$ cat src/i2a_pkg.sv
// Package for the integer to ASCII formatter: field widths, conversion codes,
// character constants and the command and status bundles between controller and datapath.
// Depends on nothing; imported by every other file of the block.
package i2a_pkg;

  localparam int ValueW = 64;
  localparam int CountW = 31;
  localparam int MindW  = 4;
  localparam int CharW  = 8;
  localparam int OpW    = 2;
  localparam int InDataW  = 104;
  localparam int OutDataW = 40;

  localparam logic [OpW-1:0] OP_DEC  = 2'd0;
  localparam logic [OpW-1:0] OP_HEXL = 2'd1;
  localparam logic [OpW-1:0] OP_HEXU = 2'd2;
  localparam logic [OpW-1:0] OP_PTR  = 2'd3;

  localparam logic [CountW-1:0] CNT_MAX = 31'h7fff_ffff;

  localparam logic [CharW-1:0] CH_ZERO  = 8'd48;
  localparam logic [CharW-1:0] CH_LA    = 8'd97;
  localparam logic [CharW-1:0] CH_UA    = 8'd65;
  localparam logic [CharW-1:0] CH_X_LO  = 8'd120;
  localparam logic [CharW-1:0] CH_X_UP  = 8'd88;
  localparam logic [CharW-1:0] CH_MINUS = 8'd45;
  localparam logic [CharW-1:0] CH_PLUS  = 8'd43;
  localparam logic [CharW-1:0] CH_SPACE = 8'd32;
  // "(nil)" packed with the first character in the lowest byte.
  localparam logic [5*CharW-1:0] NIL_TEXT = {8'd41, 8'd108, 8'd105, 8'd110, 8'd40};

  typedef struct packed {
    logic load;
    logic dab_step;
    logic skip_step;
    logic emit;
  } cmd_t;

  typedef struct packed {
    logic dab_last;
    logic skip_more;
    logic emit_last;
    logic out_free;
  } sts_t;

  // ASCII for one hex digit, in upper or lower case.
  function automatic logic [CharW-1:0] hex_char(input logic [3:0] nib, input logic upper);
    logic [CharW-1:0] base;
    base = upper ? CH_UA : CH_LA;
    if (nib < 4'd10) begin
      return CH_ZERO + {4'd0, nib};
    end else begin
      return base + {4'd0, nib} - 8'd10;
    end
  endfunction

endpackage

$ cat src/integer_to_ascii_formatter.sv
// Top level of the integer to ASCII formatter.
// Depends on i2a_pkg, i2a_ctrl and i2a_dpath.

// The block takes one printf-style integer conversion per input word and
// returns its characters, one output word per character, with tlast on the
// final one and a saturating running count alongside. An item is taken only
// while the block is idle, so one conversion is worked at a time; the output
// register lets the next item enter while the last character still waits.
// Per item: the accept, then for signed decimal the bit-serial binary-to-BCD
// shift of the 32-bit magnitude, then the drop of leading zeros (up to 9 for
// decimal, up to 15 for hex), a step to leave the zero search, and the
// characters (1 to 18), each sent once the output register is free. The
// character rate is set by the single output register: one per cycle while
// the output is not stalled.
module integer_to_ascii_formatter (
  input  logic                            clk,
  input  logic                            rst,
  input  logic                            s_axis_tvalid,
  output logic                            s_axis_tready,
  // tdata: value[63:0], plus_flag[64], space_flag[65], hash_flag[66],
  //        min_digits[70:67], base_count[101:71], zero fill [103:102]
  input  logic [i2a_pkg::InDataW-1:0]     s_axis_tdata,
  // tuser: op[1:0] (0 signed decimal, 1 hex lower, 2 hex upper, 3 pointer)
  input  logic [i2a_pkg::OpW-1:0]         s_axis_tuser,
  output logic                            m_axis_tvalid,
  input  logic                            m_axis_tready,
  // tdata: char_code[7:0], total_count[38:8], zero fill [39]
  output logic [i2a_pkg::OutDataW-1:0]    m_axis_tdata,
  // tlast: last character of the conversion
  output logic                            m_axis_tlast
);
  import i2a_pkg::*;

  cmd_t              cmd;
  sts_t              sts;
  logic [CharW-1:0]  out_char;
  logic [CountW-1:0] out_cnt;

  i2a_ctrl u_ctrl (
    .clk           (clk),
    .rst           (rst),
    .s_axis_tvalid (s_axis_tvalid),
    .s_axis_tready (s_axis_tready),
    .in_op         (s_axis_tuser),
    .sts           (sts),
    .cmd           (cmd)
  );

  i2a_dpath u_dpath (
    .clk       (clk),
    .rst       (rst),
    .cmd       (cmd),
    .sts       (sts),
    .in_op     (s_axis_tuser),
    .in_value  (s_axis_tdata[63:0]),
    .in_plus   (s_axis_tdata[64]),
    .in_space  (s_axis_tdata[65]),
    .in_hash   (s_axis_tdata[66]),
    .in_mind   (s_axis_tdata[70:67]),
    .in_base   (s_axis_tdata[101:71]),
    .out_valid (m_axis_tvalid),
    .out_ready (m_axis_tready),
    .out_char  (out_char),
    .out_last  (m_axis_tlast),
    .out_cnt   (out_cnt)
  );

  // Pack the result word: character in the low byte, count above it.
  assign m_axis_tdata = {1'b0, out_cnt, out_char};

endmodule

$ cat src/i2a_ctrl.sv
// Controller state machine of the integer to ASCII formatter.
// Depends on i2a_pkg; drives commands into i2a_dpath and reads its status.
module i2a_ctrl (
  input  logic                  clk,
  input  logic                  rst,
  input  logic                  s_axis_tvalid,
  output logic                  s_axis_tready,
  input  logic [i2a_pkg::OpW-1:0] in_op,
  input  i2a_pkg::sts_t         sts,
  output i2a_pkg::cmd_t         cmd
);
  import i2a_pkg::*;

  localparam logic [1:0] ST_IDLE   = 2'd0;
  localparam logic [1:0] ST_DABBLE = 2'd1;
  localparam logic [1:0] ST_SKIP   = 2'd2;
  localparam logic [1:0] ST_EMIT   = 2'd3;

  logic [1:0] state;
  logic [1:0] state_next;
  logic       accept;

  assign s_axis_tready = (state == ST_IDLE) && !rst;
  assign accept        = s_axis_tvalid && s_axis_tready;

  always_comb begin
    cmd        = '0;
    state_next = state;
    case (state)
      ST_IDLE: begin
        if (accept) begin
          cmd.load   = 1'b1;
          state_next = (in_op == OP_DEC) ? ST_DABBLE : ST_SKIP;
        end
      end
      ST_DABBLE: begin
        cmd.dab_step = 1'b1;
        if (sts.dab_last) begin
          state_next = ST_SKIP;
        end
      end
      ST_SKIP: begin
        if (sts.skip_more) begin
          cmd.skip_step = 1'b1;
        end else begin
          state_next = ST_EMIT;
        end
      end
      ST_EMIT: begin
        if (sts.out_free) begin
          cmd.emit = 1'b1;
          if (sts.emit_last) begin
            state_next = ST_IDLE;
          end
        end
      end
      default: begin
        state_next = ST_IDLE;
      end
    endcase
  end

  always_ff @(posedge clk) begin
    if (rst) begin
      state <= ST_IDLE;
    end else begin
      state <= state_next;
    end
  end

  a_dec_goes_bcd: assert property (@(posedge clk) disable iff (rst)
    (accept && in_op == OP_DEC) |=> state == ST_DABBLE)
    else $error("decimal item did not start the BCD conversion");

  a_dabble_holds: assert property (@(posedge clk) disable iff (rst)
    (state == ST_DABBLE && !sts.dab_last) |=> state == ST_DABBLE)
    else $error("BCD conversion left early");

  a_last_ends: assert property (@(posedge clk) disable iff (rst)
    (cmd.emit && sts.emit_last) |=> state == ST_IDLE)
    else $error("controller did not return to idle after the last character");

endmodule

$ cat src/i2a_dpath.sv
// Datapath of the integer to ASCII formatter: prefix and digit shift registers,
// binary to BCD converter, running count and the output register.
// Depends on i2a_pkg; controlled by i2a_ctrl.
module i2a_dpath (
  input  logic                       clk,
  input  logic                       rst,
  input  i2a_pkg::cmd_t              cmd,
  output i2a_pkg::sts_t              sts,
  input  logic [i2a_pkg::OpW-1:0]    in_op,
  input  logic [i2a_pkg::ValueW-1:0] in_value,
  input  logic                       in_plus,
  input  logic                       in_space,
  input  logic                       in_hash,
  input  logic [i2a_pkg::MindW-1:0]  in_mind,
  input  logic [i2a_pkg::CountW-1:0] in_base,
  output logic                       out_valid,
  input  logic                       out_ready,
  output logic [i2a_pkg::CharW-1:0]  out_char,
  output logic                       out_last,
  output logic [i2a_pkg::CountW-1:0] out_cnt
);
  import i2a_pkg::*;

  // Working registers of one conversion.
  logic [ValueW-1:0]  dig;       // digits, most significant nibble on top
  logic [31:0]        bin;       // decimal magnitude, shifted out MSB first
  logic [4:0]         nd;        // digits still to print
  logic [4:0]         step;      // BCD shift counter
  logic [5*CharW-1:0] pre;       // prefix characters, next one in the low byte
  logic [2:0]         plen;      // prefix characters still to print
  logic [MindW-1:0]   mind;      // minimum digit count, clamped to 1..10
  logic               upper;
  logic [CountW-1:0]  cnt;

  logic [31:0]        low;
  logic               neg;
  logic [31:0]        mag;
  logic               nonzero;
  logic [5*CharW-1:0] pre_in;
  logic [2:0]         plen_in;
  logic [39:0]        dab;
  logic [CharW-1:0]   ch;
  logic [CountW-1:0]  cnt_inc;
  logic               from_pre;

  assign low     = in_value[31:0];
  assign neg     = low[31];
  assign mag     = neg ? (~low + 32'd1) : low;
  assign nonzero = |in_value;

  always_comb begin
    pre_in  = '0;
    plen_in = 3'd0;
    case (in_op)
      OP_DEC: begin
        if (neg) begin
          pre_in[CharW-1:0] = CH_MINUS;
          plen_in = 3'd1;
        end else if (in_plus) begin
          pre_in[CharW-1:0] = CH_PLUS;
          plen_in = 3'd1;
        end else if (in_space) begin
          pre_in[CharW-1:0] = CH_SPACE;
          plen_in = 3'd1;
        end
      end
      OP_HEXL, OP_HEXU: begin
        if (in_hash && nonzero) begin
          pre_in[2*CharW-1:0] = {(in_op == OP_HEXU) ? CH_X_UP : CH_X_LO, CH_ZERO};
          plen_in = 3'd2;
        end
      end
      OP_PTR: begin
        if (nonzero) begin
          pre_in[2*CharW-1:0] = {CH_X_LO, CH_ZERO};
          plen_in = 3'd2;
        end else begin
          pre_in  = NIL_TEXT;
          plen_in = 3'd5;
        end
      end
      default: begin
        plen_in = 3'd0;
      end
    endcase
  end

  // One double-dabble step: correct every BCD digit, then shift in one bit.
  always_comb begin
    dab = dig[ValueW-1:24];
    for (int i = 0; i < 10; i++) begin
      if (dab[4*i +: 4] >= 4'd5) begin
        dab[4*i +: 4] = dab[4*i +: 4] + 4'd3;
      end
    end
  end

  assign from_pre = (plen != 3'd0);
  assign ch       = from_pre ? pre[CharW-1:0] : hex_char(dig[ValueW-1:ValueW-4], upper);
  assign cnt_inc  = (cnt == CNT_MAX) ? cnt : cnt + 31'd1;

  assign sts.dab_last  = (step == 5'd31);
  assign sts.skip_more = (dig[ValueW-1:ValueW-4] == 4'd0) && (nd > {1'b0, mind});
  assign sts.emit_last = from_pre ? (plen == 3'd1 && nd == 5'd0) : (nd == 5'd1);
  assign sts.out_free  = !out_valid || out_ready;

  always_ff @(posedge clk) begin
    if (cmd.load) begin
      pre   <= pre_in;
      plen  <= plen_in;
      cnt   <= in_base;
      step  <= 5'd0;
      bin   <= mag;
      upper <= (in_op == OP_HEXU);
      if (in_op == OP_DEC) begin
        dig  <= '0;
        nd   <= 5'd10;
        if (in_mind == 4'd0) begin
          mind <= 4'd1;
        end else if (in_mind > 4'd10) begin
          mind <= 4'd10;
        end else begin
          mind <= in_mind;
        end
      end else begin
        dig  <= in_value;
        nd   <= (in_op == OP_PTR && !nonzero) ? 5'd0 : 5'd16;
        mind <= 4'd1;
      end
    end else if (cmd.dab_step) begin
      dig[ValueW-1:24] <= {dab[38:0], bin[31]};
      bin  <= {bin[30:0], 1'b0};
      step <= step + 5'd1;
    end else if (cmd.skip_step) begin
      dig <= {dig[ValueW-5:0], 4'd0};
      nd  <= nd - 5'd1;
    end else if (cmd.emit) begin
      cnt <= cnt_inc;
      if (from_pre) begin
        pre  <= {{CharW{1'b0}}, pre[5*CharW-1:CharW]};
        plen <= plen - 3'd1;
      end else begin
        dig <= {dig[ValueW-5:0], 4'd0};
        nd  <= nd - 5'd1;
      end
    end
  end

  always_ff @(posedge clk) begin
    if (rst) begin
      out_valid <= 1'b0;
    end else if (cmd.emit) begin
      out_valid <= 1'b1;
    end else if (out_ready) begin
      out_valid <= 1'b0;
    end
  end

  always_ff @(posedge clk) begin
    if (cmd.emit) begin
      out_char <= ch;
      out_last <= sts.emit_last;
      out_cnt  <= cnt_inc;
    end
  end

  a_emit_free: assert property (@(posedge clk) disable iff (rst)
    cmd.emit |-> (!out_valid || out_ready))
    else $error("character emitted over an unaccepted one");

  a_skip_zero: assert property (@(posedge clk) disable iff (rst)
    cmd.skip_step |-> (dig[ValueW-1:ValueW-4] == 4'd0 && nd > {1'b0, mind}))
    else $error("dropped a significant digit");

  a_emit_shows: assert property (@(posedge clk) disable iff (rst)
    cmd.emit |=> out_valid)
    else $error("emitted character not presented");

endmodule

$ cat config.mk
export PLATFORM = sky130hd
export DESIGN_NAME = integer_to_ascii_formatter
export DESIGN_NICKNAME = d
export VERILOG_FILES = /design/src/i2a_pkg.sv /design/src/integer_to_ascii_formatter.sv /design/src/i2a_ctrl.sv /design/src/i2a_dpath.sv
export SDC_FILE = /design/constraint.sdc
export NUM_CORES = 1
export LEC_CHECK = 0
export ABC_AREA = 1
export BUFFER_PORTS_ARGS = -buffer_cell sky130_fd_sc_hd__buf_2
export CAP_MARGIN = 20
export CORE_ASPECT_RATIO = 0.9
export CORE_UTILIZATION = 45
export DETAILED_ROUTE_END_ITERATION = 8
export GPL_ROUTABILITY_DRIVEN = 0
export PLACE_DENSITY = 0.67
export REMOVE_ABC_BUFFERS = 1
export SYNTH_ARGS = -nofsm -noshare
export SYNTH_HDL_FRONTEND = slang
export SYNTH_SLANG_ARGS = --single-unit
export TNS_END_PERCENT = 10
$ cat constraint.sdc
create_clock -name clk -period 3.2 [get_ports clk]
set_clock_uncertainty 0.05 [all_clocks]
set_input_delay 0.16 -clock clk [delete_from_list [all_inputs] [get_ports clk]]
set_output_delay 0.16 -clock clk [all_outputs]
set_load 0.01 [all_outputs]
Yosys cells after proc, flatten, opt, wreduce, memory -nomap -nowiden
Index checks and enable logic that the tools add are counted.
{"block": "op_classes", "n_addsub": 18, "n_lt_le_gt_ge": 13, "n_eq_ne": 19, "n_mux": 79, "n_bitwise": 2, "reduce_logical": 31}
{"op": "two-way mux 64 bit", "n": 5}
{"op": "two-way mux 40 bit", "n": 6}
{"op": "two-way mux 31 bit", "n": 5}
{"op": "two-way mux 32 bit", "n": 3}
{"op": "OR reduction 64 bit", "n": 1}
{"op": "two-way mux 22 bit", "n": 2}
{"op": ">= comparator 4 x 3 -> 1 bit, second input constant", "n": 10}
{"op": "two-way mux 4 bit", "n": 10}
{"op": "adder 4 x 2 -> 4 bit, second input constant", "n": 9}
{"op": "two-way mux 5 bit", "n": 7}
{"op": "adder 32 x 1 -> 32 bit, second input constant", "n": 1}
{"op": "two-way mux 8 bit", "n": 4}
{"op": "inverter 32 bit", "n": 1}
{"op": "adder 31 x 1 -> 31 bit, second input constant", "n": 1}
{"op": "equality test 31 bit, second input constant", "n": 1}
{"op": "two-way mux 3 bit", "n": 9}
{"op": "two-way mux 24 bit", "n": 1}
{"op": "one-hot mux 8 bit (3 select lines)", "n": 1}
{"op": "two-way mux 6 bit", "n": 3}
{"op": "two-way mux 16 bit", "n": 1}
{"op": "one-hot mux 8 bit (2 select lines)", "n": 1}
{"op": "two-way mux 2 bit", "n": 7}
{"op": "two-way mux 13 bit", "n": 1}
{"op": "two-way mux 1 bit", "n": 11}
{"op": "37 further kinds", "n": 61}
{"block": "word_totals", "register_bits": 228, "in_bits": 110, "output_inout_bits": 43, "word_cells": 178}

Logic depth before layout (Yosys ltp)
Gate-level depths: netlist of the first run.
{"block": "logic_depth", "ltp_word": 8, "mapped_depth": 12, "mapped_depth_nobuf": 12}

Modules after synthesis
Synthesis of the first run repeated with hierarchy kept, for this count alone.
{"block": "hier_totals", "cells_unflattened": 1403, "area_unflattened_um2": 12044.1}
{"mod": "i2a_dpath", "n_inst": 1, "cells_each": 1357, "area_per_inst_um2": 11772.5, "seq_area_each_um2": 6065.8}
{"mod": "i2a_ctrl", "n_inst": 1, "cells_each": 44, "area_per_inst_um2": 260.2, "seq_area_each_um2": 40.0}
{"mod": "integer_to_ascii_formatter", "n_inst": 1, "cells_each": 2, "area_per_inst_um2": 11.3, "seq_area_each_um2": 0.0}

Worst setup path before layout of the first run
No wires, ideal clock.
{"block": "synth_timing", "path_type": "register -> register", "startpoint": "register u_ctrl.state[0]", "endpoint": "register u_dpath.cnt[0], enable pin", "setup_ns": 0.419, "arrival_time_ns": 2.960, "required_time_ns": 2.731, "path_slack_ns": -0.229, "stages_incl_launch_ff": 6, "n_path_buf": 0, "synth_period_minus_slack_ns": 3.429, "cell_sequence": "dfxtp_1 ha_1 nand2_1 inv_1 a21oi_1 nor2_1"}
{"item": "start, declared", "line_no": "i2a_ctrl.sv:19", "text": "logic [1:0] state;"}
{"item": "start signal, assigned", "line_no": "i2a_ctrl.sv:67", "text": "state <= state_next;"}
{"item": "end signal, assigned", "line_no": "i2a_dpath.sv:111", "text": "cnt <= in_base;"}
{"item": "end signal, assigned", "line_no": "i2a_dpath.sv:138", "text": "cnt <= cnt_inc;"}
{"item": "end, declared", "line_no": "i2a_dpath.sv:33", "text": "logic [CountW-1:0] cnt;"}

Worst setup path in the final report of the first run
{"block": "layout_timing", "startpoint": "register u_ctrl.state[0]", "endpoint": "register u_dpath.dig[58], data pin"}
{"block": "layout_between", "elab_chain_cells": 6, "elab_cells_between_ends": 12, "classes_between": "eq/ne: 2; mux: 7; reduce/logical: 3"}
{"item": "zero test 2 bit", "line_no": "i2a_ctrl.sv:23, i2a_ctrl.sv:29"}
{"item": "logical AND 1 bit", "line_no": "i2a_ctrl.sv:23", "text": "assign s_axis_tready = (state == ST_IDLE) && !rst;"}
{"item": "logical AND 1 bit", "line_no": "i2a_ctrl.sv:24", "text": "assign accept = s_axis_tvalid && s_axis_tready;"}
{"item": "two-way mux 1 bit", "line_no": "i2a_ctrl.sv:31", "text": "if (accept) begin"}
{"item": "two-way mux 1 bit", "line_no": "i2a_ctrl.sv:29", "text": "case (state)"}
{"item": "two-way mux 64 bit *", "line_no": "i2a_dpath.sv:108", "text": "if (cmd.load) begin"}
{"item": "end signal, assigned", "line_no": "i2a_dpath.sv:126", "text": "dig <= in_value;"}
{"item": "end signal, assigned by index", "line_no": "i2a_dpath.sv:131", "text": "dig[ValueW-1:24] <= {dab[38:0], bin[31]};"}
{"item": "end signal, assigned", "line_no": "i2a_dpath.sv:135", "text": "dig <= {dig[ValueW-5:0], 4'd0};"}
{"item": "end, declared", "line_no": "i2a_dpath.sv:25", "text": "logic [ValueW-1:0] dig;"}
Mark *: on every way between the ends. The rest lies on a longest branch, timed or not.
A chain may end at the register's enable or synchronous reset.

==> results by stage, run 1 <==
Run status:
- The flow ran to the end, and the final reports show no timing, DRC or antenna violations.

Final layout:
- The antenna diode count is 0.
- The library cell used most frequently in the layout, excluding fill and tap cells, is sky130_fd_sc_hd__nand2_1.
- For this run, the share of the core covered by cells in the final layout is 56.78%.
- The library cells used most frequently in the layout, excluding fill and tap cells, are sky130_fd_sc_hd__nand2_1 (420), sky130_fd_sc_hd__edfxtp_1 (199), sky130_fd_sc_hd__inv_1 (163), sky130_fd_sc_hd__buf_2 (148), sky130_fd_sc_hd__nor2_1 (133).
- The growth of design area from synthesis to finish is 22.98%.
- The fraction of layout instances using a drive strength above 1 is 15.14%.
- The finished layout cell area is 14920 um2.
- The net count of the finished layout is 1809.

Synthesis:
- The synthesized design contains 207 register bits.
- Of the synthesized area, sequential elements account for 50.58%.
- Summing every instance area after synthesis gives 12130 um2.
- The synthesized area per cell is 8.549 um2.
- The warning count from the yosys run is 0.
- Synthesis handed over a netlist of 1419 instances.
- The synthesized netlist contains 43 unique library cells.

Critical path:
- The required time of the critical path is 3.49 ns.
- The nature of the critical path endpoint is a flop.
- STA classifies the critical path startpoint as a flop.
- The critical path is of the flop to flop type.
- Of all nets on the critical path, the largest fanout is 29.
- Data on the critical path arrives at its endpoint at 2.88 ns.

Placement:
- The post-placement setup slack is 0.6253 ns.
- After detailed placement, the total cell area comes to 13240 um2.
- The count of port buffers added during placement is 148.
- Once detailed placement completed, the half-perimeter wirelength came to 21430 um.

Route:
- The vias per cell is 5.200.
- The routed design has 30610 um of wire.
- In the final routed layout, each cell accounts on average for 15.16 um.
- The first-iteration detailed-routing DRC count is 838.
- The detailed router placed 10500 vias in this run.
- The total iterations of the first detailed-routing run is 6.
- After detailed routing, the number of remaining DRC violations is 0.
- The number of routed nets with antenna violations is 0.

STA:
- The share of the cycle needed by the critical path after routing is 81.08%.
- Setup repair after global routing left no endpoint under its margin.
- Based on the critical path, the design can be clocked at up to 0.3854 GHz.
- Hold timing on the final database bottoms out at a slack of 0.01941 ns.
- At the pin with the least slew margin, the transition time is 0.9726 ns.
- The minimum clock period after layout is 2.594 ns.
- The final number of max-transition violations is 0.
- The count of endpoints failing hold in the final timing report is 0.
- Setup total negative slack on the finished layout was measured at 0 ns.
- The final setup violation count is 0.
- The relative max-transition margin is 35.09%.
- Once routing completed, OpenROAD measured the worst setup slack at 0.6055 ns.

Clock tree:
- The number of buffers created by CTS is 24.
- The number of setup buffers added after CTS is 0.
- TritonCTS built the clock tree.
- CTS placed an instance of sky130_fd_sc_hd__clkbuf_16 at the clock tree root.
- The number of clock sinks is 207.
- CTS built an H-tree with a depth of 1.
- For the worst-skew pair, the clock arrives at the later sink with an insertion delay of 0.52 ns.
- Clock-pin slew was measured on the worst setup and hold paths at 0.06 ns.
- In this run the deepest clock path goes through 3 buffers.

Global route:
- The all-layer global routing usage is 22.07%.
- The first global-routing pass estimated 48920 um of wire.
- The via count of the first global-routing pass is 9798.
- Entering global routing, the biggest net connects 65 pins.
- Global routing finished with a remaining overflow of 0.
- The initial antenna violation count was 0.

Die:
- The area enclosed by the die boundary is 27620 um2.
- The floorplan step set the die height to 157.8 um.
- For this design the top-level I/O count stands at 153.
- The overall die width is 175.1 um.
- The core region is 26280 um2.
- The effective utilization at floorplan is 46.17%.
- Row generation in the floorplan step produced 56 rows.

Worst hold path:
- The tightest min-delay check is of the input port to flop type.

Pwr:
- The peak ir drop on the vdd network is 463.7 uV.
- The power density normalized to cell area is 731.4 nW/um2.
- For this design the static power due to leakage is 6.518 nW.

Job:
- The number of violations of the max-capacitance limit is 0.
[metal layers]
| layer | share of wire, % | track usage, % |
|---|---|---|
| met5 | 0 | 0 |
| met4 | 2.4 | 6.253 |
| met3 | 6.5 | 3.626 |
| met2 | 45 | 35.37 |
| met1 | 46 | 30.88 |
[state kept, by name (all words and copies together), names as in the netlist]
name,count
u_dpath.cnt,31
u_dpath.out_char,7
u_dpath.out_valid,1
u_dpath.dig,64
u_dpath.step,5
u_ctrl.state,2
u_dpath.upper,1
u_dpath.bin,32
u_dpath.nd,5
u_dpath.out_last,1
u_dpath.pre,20
u_dpath.plen,3
u_dpath.mind,4
u_dpath.out_cnt,31
[per-stage QoR]
step | total power [W] | instances
after floorplan | 0.006985 | 1378
after global routing | 0.01163 | 2019
after detailed placement | 0.008084 | 1888
after CTS | 0.01098 | 2019
after global placement | 0.007985 | 1888
final | 0.01091 | 2019
[Yosys cell counts, drive strengths merged]
master	instances	area, um2
a211o	1	8.760
a21oi	17	85.08
a22oi	3	22.52
a31oi	4	25.02
and2	2	12.51
and3	1	6.260
buf	29	168.9
clkbuf	13	48.80
clkinv	1	3.750
conb	1	3.750
dfxtp	8	160.2
edfxtp	199	5976
ha	44	550.5
inv	168	630.6
nand2	429	1630
nand3	122	715.7
nand3b	7	52.55
nand4	19	118.9
nor2	143	569.3
nor3	22	126.4
nor4	1	6.260
o2111ai	1	8.760
o211ai	38	285.3
o21a	1	7.510
o21ai	87	435.4
o21bai	2	15.01
o221ai	11	96.34
o22ai	1	6.260
o31ai	2	15.01
or2	11	68.82
xnor2	2	17.52
xor2	29	254.0
[logic make-up after synthesis]
family / count (synthesis) / share of synthesized area [%]
simple gates: 757 / 27.26
buf+inv: 211 / 7.023
flops: 207 / 50.58
compound gates: 168 / 8.333
fa+ha+maj: 44 / 4.538
xor+xnor: 31 / 2.238
other cells: 1 / 0.03091
[where the power goes]
part	internal [W]	switching, W
Sequential	0.00416	0.000373
Clock	0.00168	0.00109
Combinational	0.00125	0.00237
[critical path, cell delays in order, from the launching register on]
cell and delay (ns):
sky130_fd_sc_hd__dfxtp_1 0.38, sky130_fd_sc_hd__inv_1 0.11, sky130_fd_sc_hd__ha_1 0.23, sky130_fd_sc_hd__inv_1 0.07, sky130_fd_sc_hd__nor2_2 0.05, sky130_fd_sc_hd__nand2_4 0.14
sky130_fd_sc_hd__nand2_2 0.20, sky130_fd_sc_hd__inv_1 0.77, sky130_fd_sc_hd__o211ai_1 0.25, sky130_fd_sc_hd__o211ai_1 0.15
[final timing paths]
| check | from | endpoint | slack (ns) | cells after the start |
|---|---|---|---|---|
| max | u_ctrl.state[0] | u_dpath.dig[58] | 0.61 | 9 |
| min | s_axis_tdata[28] | u_dpath.bin[28] | 0.02 | 4 |
| max reg2reg | u_ctrl.state[0] | u_dpath.dig[58] | 0.61 | 9 |
| min reg2reg | u_dpath.step[4] | u_dpath.step[4] | 0.44 | 2 |
[area by class of cell]
| type | instances | area (um2) |
|---|---|---|
| fill | 2398 | 11360 |
| sequential | 207 | 6136 |
| multi-input combinational | 1002 | 5162 |
| timing repair buffer | 251 | 1762 |
| clock buffer | 29 | 650.6 |
| inverter | 169 | 634.4 |
| tap | 348 | 435.4 |
| clock inverter | 13 | 138.9 |
[what timing repair did]
action                                  CTS  global route
hold buffers                             89             0
resized for setup                         0             0
endpoints found under the setup margin    0             0
endpoints found under the hold margin    93             0
No activity file was read; power rests on OpenSTA's default activity.
==> inputs of run 2 (changes only) <==
Settings changed: PLACE_DENSITY 0.67 to not set.
Clock period 3.2 ns to 2.4 ns, I/O delays scaled along.
==> run 2 against run 1 <==
Die area unchanged. Largest power group unchanged. Critical endpoint is now u_dpath.dig[57]. Non-clock buffer count up 29. Combinational power up 41%. Fmax up 15%. Sequential power up 33%.
==> results by stage, run 2 (synthesis gave the netlist of run 1 again) <==
Final layout:
- In the final layout, the registers with the most flip-flops are u_dpath.dig (64), u_dpath.bin (32).
- The library cells used most frequently in the layout, excluding fill and tap cells, are sky130_fd_sc_hd__nand2_1 (419), sky130_fd_sc_hd__edfxtp_1 (199), sky130_fd_sc_hd__inv_1 (164), sky130_fd_sc_hd__buf_2 (148), sky130_fd_sc_hd__nor2_1 (133).
- The final net count came to 1839 (+1.7%).
- The antenna diode count came to 0 (unchanged).
- The post-route core utilization is 58.36% (+1.6 points).
- The number of flip-flops under the largest register name is 64 (unchanged).
- Relative to the synthesized area, the layout overhead comes to 26.40%.
- The fraction of layout instances using a drive strength above 1 is 16.14% (+1.0 points).
- The fill cell instance count of the final layout is 2326 (-3.0%).
- The most frequent standard cell in the layout excluding fill and tap cells is sky130_fd_sc_hd__nand2_1.
- The register with the most flip-flops in the final layout is u_dpath.dig.

STA:
- The relative max-transition margin came to 59.20% (+24 points).
- The worst-margin pin slew came to 0.6120 ns (-0.3606 ns).
- The count of endpoints failing hold in the final timing report was 0 (unchanged).
- The share of the cycle needed by the critical path after routing is 93.89% (+13 points).
- The minimum clock period after layout is 2.253 ns (-0.3411 ns).
- The final number of max-transition violations is 0 (unchanged).
- The final-layout setup total negative slack came to 0 ns (unchanged).
- Setup repair after global routing could not meet its margin everywhere.
- The final setup violation count is 0 (unchanged).
- The maximum clock frequency was 0.4438 GHz (+15%).

Clock tree:
- The number of setup buffers added after CTS came to 0 (unchanged).
- The number of clock sinks is 207 (unchanged).
- The H-tree level count is 1 (unchanged).
- The maximum buffer depth of the clock tree is 3 (unchanged).
- The insertion delay of the later-clocked pin in the worst-skew pair is 0.52 ns (about the same).
- The number of buffers created by CTS is 25 (+4.2%).
- The post-CTS clock slew at the launch and capture registers of the worst setup and hold paths is 0.06 ns (about the same).
- The root cell of the clock tree is sky130_fd_sc_hd__clkbuf_16.
- The TritonCTS clock tree is yes.

Placement:
- The count of port buffers added during placement is 148 (unchanged).
- The HPWL after detailed placement is 22330 um (+4.2%).

Route:
- The first-iteration detailed-routing DRC count is 940 (+12%).
- The total via count after detailed routing was 10530 (+0.31%).
- The vias per cell is 5.132 (-1.3%).
- The number of routed nets with antenna violations is 0 (unchanged).
- The average routed wire per standard cell is 15.55 um (+2.5%).
- The total routed wirelength is 31910 um (+4.2%).
- The total iterations of the first detailed-routing run is 7 (+1).
- The DRC violation count after routing is 0 (unchanged).

Die:
- The area enclosed by the die boundary was 27620 um2 (unchanged).
- The core area came to 26280 um2 (unchanged).
- The number of rows in the core area is 56 (unchanged).
- The height of the die is 157.8 um (unchanged).
- The effective utilization at floorplan was 46.17% (unchanged).
- The number of I/O pins was 153 (unchanged).
- The overall die width was 175.1 um (unchanged).

Critical path:
- The largest fanout on the critical path is 20 (-31%).
- The critical path is of the flop to flop type.
- The kind of start point of the critical path is a flop.
- The endpoint identified for the worst register-to-register timing path is u_dpath.dig[57].
- The count of cells along the worst register-to-register path is 6 (-3).
- The reg2reg setup slack is 0.15 ns (-0.46 ns).
- The launching element of the worst setup path is u_ctrl.state[1].
- The arrival time at the worst endpoint is 2.45 ns (-0.43 ns).
- The end point of the critical path is u_dpath.dig[57].
- The required time of the critical path is 2.59 ns (-0.90 ns).
- The worst register-to-register path begins at u_ctrl.state[1].
- The nature of the critical path endpoint is a flop.

Global route:
- The wire length of the first global-routing pass is 50690 um (+3.6%).
- The pin count of the biggest net entering global routing is 73 (+12%).
- The fraction of met3 tracks used by global routing came to 2.690% (-0.94 points).
- The initial antenna violation count is 0 (unchanged).
- The via count of the first global-routing pass came to 9938 (+1.4%).
- The remaining global-route overflow came to 0 (unchanged).
- The layer carrying the most global-route usage is met2.
- The met2 global-route usage is 35.88% (+0.51 points).
- The all-layer global routing usage was 23.07% (+1.0 points).
- The met1 capacity usage during global routing came to 34.08% (+3.2 points).

Run status:
- The run finished with clean final reports.

Pwr:
- The total power draw is 0.01515 W (+39%).
- The power density normalized to cell area came to 988.1 nW/um2 (+35%).
- The peak ir drop on the vdd network is 685.9 uV (+48%).
- The leakage power total is 6.710 nW (+2.9%).

Job:
- The number of violations of the max-capacitance limit is 0 (unchanged).

Worst hold path:
- The min-delay analysis places its worst path in the category input port to flop.
run 2: worst max-delay path: stages (launching register included):
cell,delay (ns)
sky130_fd_sc_hd__dfxtp_1,0.33
sky130_fd_sc_hd__inv_1,0.14
sky130_fd_sc_hd__ha_1,0.40
sky130_fd_sc_hd__clkinv_1,0.38
sky130_fd_sc_hd__nand2_2,0.23
sky130_fd_sc_hd__buf_4,0.28
sky130_fd_sc_hd__o221ai_1,0.17
run 2: how the worst min path moves through the flow:
stage                          from           endpoint  depth (start not counted)
floorplan                       rst  u_dpath.out_valid                          1
global placement                rst  u_dpath.out_valid                          2
detailed placement              rst  u_dpath.out_valid                          2
CTS                 s_axis_tuser[0]      u_dpath.upper                          3
global route        s_axis_tuser[0]      u_dpath.upper                          3
finish              s_axis_tuser[0]      u_dpath.upper                          3
run 2: cell type report:
type                            count  area, um2  area share, %
Multi-Input combinational cell   1002       5170          33.71
Timing Repair Buffer              280       2079          13.56
Clock buffer                       30      654.4          4.267
Clock inverter                     16      225.2          1.469
Sequential cell                   207       6136          40.01
Tap cell                          348      435.4          2.839
Inverter                          169      634.4          4.137
run 2: timing repair:
action                                  CTS  global route
hold buffers                            104             0
endpoints found under the setup margin    0            11
gates resized for setup                   0             1
hold endpoints to repair                119             0
run 2: metrics by stage:
| step | area, um2 | hold slack [ns] | setup slack [ns] | instances |
|---|---|---|---|---|
| after global placement | 13410 | 0.2868 | 0.1570 | 1902 |
| after floorplan | 11920 | 0.1391 | -2.155 | 1378 |
| after CTS | 15330 | 0.0008478 | 0.1356 | 2052 |
| final | 15330 | 0.007114 | 0.1466 | 2052 |
| after global routing | 15330 | 0.02999 | -0.004453 | 2052 |
| after detailed placement | 13410 | 0.2893 | 0.1449 | 1902 |
run 2: per-layer routing:
| metal | part of all wire (%) | vias up |
|---|---|---|
| met2 | 44 | 307 |
| met4 | 2.2 | 0 |
| met5 | 0 | - |
| met1 | 49 | 4888 |
| li1 | - | 5294 |
| met3 | 5.4 | 42 |
run 2: report_power, final:
group | switching [W] | total, W | internal, W
Combinational | 0.00326 | 0.00510 | 0.00184
Sequential | 0.000497 | 0.00604 | 0.00554
Clock | 0.00152 | 0.00401 | 0.00249
==> inputs of run 3 (changes only) <==
Settings changed: PLACE_DENSITY_LB_ADDON set to 0.05.
==> run 3 against run 2 <==
Final area decreased by 0.69%. Sequential share of layout area increased by 0.28 points. Sequential power about the same. Non-clock buffer count increased by 5. Wire length increased by 0.81%. Hold slack improved by 0.036 ns.
==> results by stage, run 3 (synthesis gave the netlist of run 1 again) <==
Run status:
- The flow ran to the end, and the final reports show no timing, DRC or antenna violations.

Global route:
- The pin count of the biggest net entering global routing is 46 (-37%).
- The layer carrying the most global-route usage is met2.
- The wire length of the first global-routing pass came to 51740 um (+2.1%).
- The via count of the first global-routing pass was 10020 (+0.77%).
- The met2 global-route usage is 37.30% (+1.4 points).
- The all-layer global routing usage is 23.67% (+0.60 points).
- The initial antenna violation count came to 0 (unchanged).
- The remaining global-route overflow is 0 (unchanged).
- The fraction of met3 tracks used by global routing is 3.506% (+0.82 points).
- The met1 capacity usage during global routing is 34.57% (+0.48 points).

Route:
- The first-iteration detailed-routing DRC count is 772 (-18%).
- The DRC violation count after routing was 0 (unchanged).
- The total iterations of the first detailed-routing run is 5 (-2).
- The number of routed nets with antenna violations came to 0 (unchanged).
- The total routed wirelength is 32160 um (+0.81%).
- The vias per cell was 5.070 (-1.2%).
- The average routed wire per standard cell is 15.66 um (+0.71%).
- The total via count after detailed routing is 10410 (-1.1%).

STA:
- The final number of max-transition violations was 0 (unchanged).
- The maximum clock frequency is 0.4519 GHz (+1.8%).
- Setup repair after global routing could not meet its margin everywhere.
- The minimum clock period after layout is 2.213 ns (-0.04056 ns).
- The worst path setup slack after routing is 0.1872 ns (+0.04057 ns).
- The relative max-transition margin came to 57.60% (-1.6 points).
- The share of the cycle needed by the critical path after routing is 92.20% (-1.7 points).
- The worst-margin pin slew is 0.6350 ns (+0.02301 ns).
- The hold slack is 0.04317 ns (+0.03606 ns).
- The count of endpoints failing hold in the final timing report is 0 (unchanged).
- The final setup violation count is 0 (unchanged).

Pwr:
- The total power draw came to 0.01464 W (-3.4%).
- The share of power burned in combinational logic is 34.7% (+1.0 points).
- The share of total power in sequential cells is 41.2% (+1.4 points).
- The part of the total power dissipated in the clock network was 24.1% (-2.4 points).
- The switching share of power came to 35.67% (+0.84 points).
- The switching power total came to 0.005221 W (-1.1%).
- The power density normalized to cell area is 961.1 nW/um2 (-2.7%).
- The peak ir drop on the vdd network is 637.0 uV (-7.1%).
- The leakage power total was 6.667 nW (-0.64%).
- The cell internal power dissipation came to 0.009416 W (-4.6%).

Die:
- The height of the die is 157.8 um (unchanged).
- The effective utilization at floorplan is 46.17% (unchanged).
- The overall die width is 175.1 um (unchanged).
- The number of rows in the core area is 56 (unchanged).
- The number of I/O pins is 153 (unchanged).
- The area enclosed by the die boundary was 27620 um2 (unchanged).
- The core area was 26280 um2 (unchanged).

Final layout:
- Leaving out fill and tap cells, the most frequent cells in the layout are sky130_fd_sc_hd__nand2_1 (420), sky130_fd_sc_hd__edfxtp_1 (199), sky130_fd_sc_hd__inv_1 (164), sky130_fd_sc_hd__buf_2 (148), sky130_fd_sc_hd__nor2_1 (133).
- The post-route core utilization came to 57.96% (-0.40 points).
- The library cell used most frequently in the layout, excluding fill and tap cells, is sky130_fd_sc_hd__nand2_1.
- The growth of design area from synthesis to finish is 25.54%.
- More flip-flops sit in one register than any other, and that register is u_dpath.dig.
- The finished layout cell area is 15230 um2 (-0.69%).
- The fraction of layout instances using a drive strength above 1 was 15.65% (-0.49 points).
- The antenna diode count is 0 (unchanged).
- The largest registers in the layout are u_dpath.dig (64), u_dpath.bin (32).
- The final net count is 1843 (+0.22%).
- The number of flip-flops under the largest register name is 64 (unchanged).

Placement:
- The placement-stage cell area is 13420 um2 (about the same).
- The post-placement setup slack is 0.1867 ns (+0.04181 ns).
- The HPWL after detailed placement came to 22800 um (+2.1%).
- The count of port buffers added during placement was 148 (unchanged).

Critical path:
- By startpoint and endpoint, the worst setup path is classified as flop to flop.
- The reg2reg setup slack is 0.19 ns (+0.04 ns).
- STA classifies the critical path startpoint as a flop.
- The arrival time at the worst endpoint came to 2.37 ns (-0.08 ns).
- The worst setup path is captured at a flop.
- The largest fanout on the critical path is 40 (+100%).
- The required time of the critical path is 2.55 ns (-0.04 ns).

Clock tree:
- The maximum buffer depth of the clock tree is 3 (unchanged).
- The TritonCTS clock tree is yes.
- The number of clock sinks is 207 (unchanged).
- The H-tree level count is 1 (unchanged).
- The number of buffers created by CTS is 24 (-4.0%).
- The post-CTS clock slew at the launch and capture registers of the worst setup and hold paths is 0.06 ns (about the same).
- CTS placed an instance of sky130_fd_sc_hd__clkbuf_16 at the clock tree root.
- The insertion delay of the later-clocked pin in the worst-skew pair came to 0.54 ns (+0.02 ns).

Job:
- The number of violations of the max-capacitance limit came to 0 (unchanged).

Worst hold path:
- In this run the worst hold path is classified as input port to flop.
## run 3: cell count changes in the layout (fill, tap and decap cells not counted), sizes merged
cell         before  now
inv             169  168
clkinv            7   13
dlygate4sd3     104  106
buf             176  179
clkbuf           30   28
bufinv            5    2
clkinvlp          4    1
## run 3: per-stage QoR
step / TNS [ns] / std cells
after floorplan: -390.30 / 1378
after global placement: 0 / 1905
after detailed placement: 0 / 1905
after CTS: 0 / 2054
after global routing: -0.2453 / 2054
final: 0 / 2054
## run 3: final timing paths
path                                 startpoint              end  cells after the start
worst max-delay path              u_dpath.nd[3]  u_dpath.dig[41]                     10
worst min-delay path            s_axis_tuser[0]    u_dpath.upper                      3
worst max register to register    u_dpath.nd[3]  u_dpath.dig[41]                     10
worst min register to register  u_dpath.step[4]  u_dpath.step[4]                      2
## run 3: power by group through the flow
| stage | logic [W] | registers, W | clock network (W) |
|---|---|---|---|
| after global routing | 0.00580 | 0.00614 | 0.00375 |
| after global placement | 0.00487 | 0.00607 | 0 |
| final | 0.00508 | 0.00603 | 0.00353 |
| after CTS | 0.00511 | 0.00602 | 0.00363 |
| after floorplan | 0.00330 | 0.00601 | 0 |
| after detailed placement | 0.00494 | 0.00608 | 0 |
## run 3: worst max-delay path, cell delays in order, from the launching register on
cell	delay, ns
sky130_fd_sc_hd__edfxtp_1	0.42
sky130_fd_sc_hd__ha_1	0.32
sky130_fd_sc_hd__inv_1	0.04
sky130_fd_sc_hd__nor2_1	0.13
sky130_fd_sc_hd__nand3b_1	0.10
sky130_fd_sc_hd__nand3_1	0.09
sky130_fd_sc_hd__nand3_1	0.14
sky130_fd_sc_hd__o211ai_1	0.12
sky130_fd_sc_hd__inv_1	0.09
sky130_fd_sc_hd__nand2_1	0.11
sky130_fd_sc_hd__buf_12	0.25
## run 3: final cells by class
class	count	area, um2
Clock buffer	28	615.6
Sequential cell	207	6136
Timing Repair Buffer	285	2113
Fill cell	2342	11050
Tap cell	348	435.4
Multi-Input combinational cell	1002	5162
Clock inverter	15	132.6
Inverter	169	634.4
## run 3: repair_timing
| action | in CTS | in global routing |
|---|---|---|
| endpoints found under the hold margin | 127 | 0 |
| hold buffers | 106 | 0 |
| resized for setup | 0 | 1 |
| buffers inserted | 0 | 0 |
| setup endpoints to repair | 0 | 40 |
## run 3: routing by layer
| layer | share of wire (%) | wire, um | vias to the layer above |
|---|---|---|---|
| li1 | - | - | 5282 |
| met1 | 49 | 15730 | 4779 |
| met2 | 44 | 14010 | 316 |
| met3 | 6.0 | 1914 | 37 |
| met4 | 1.6 | 510 | 0 |
| met5 | 0 | 0 | - |
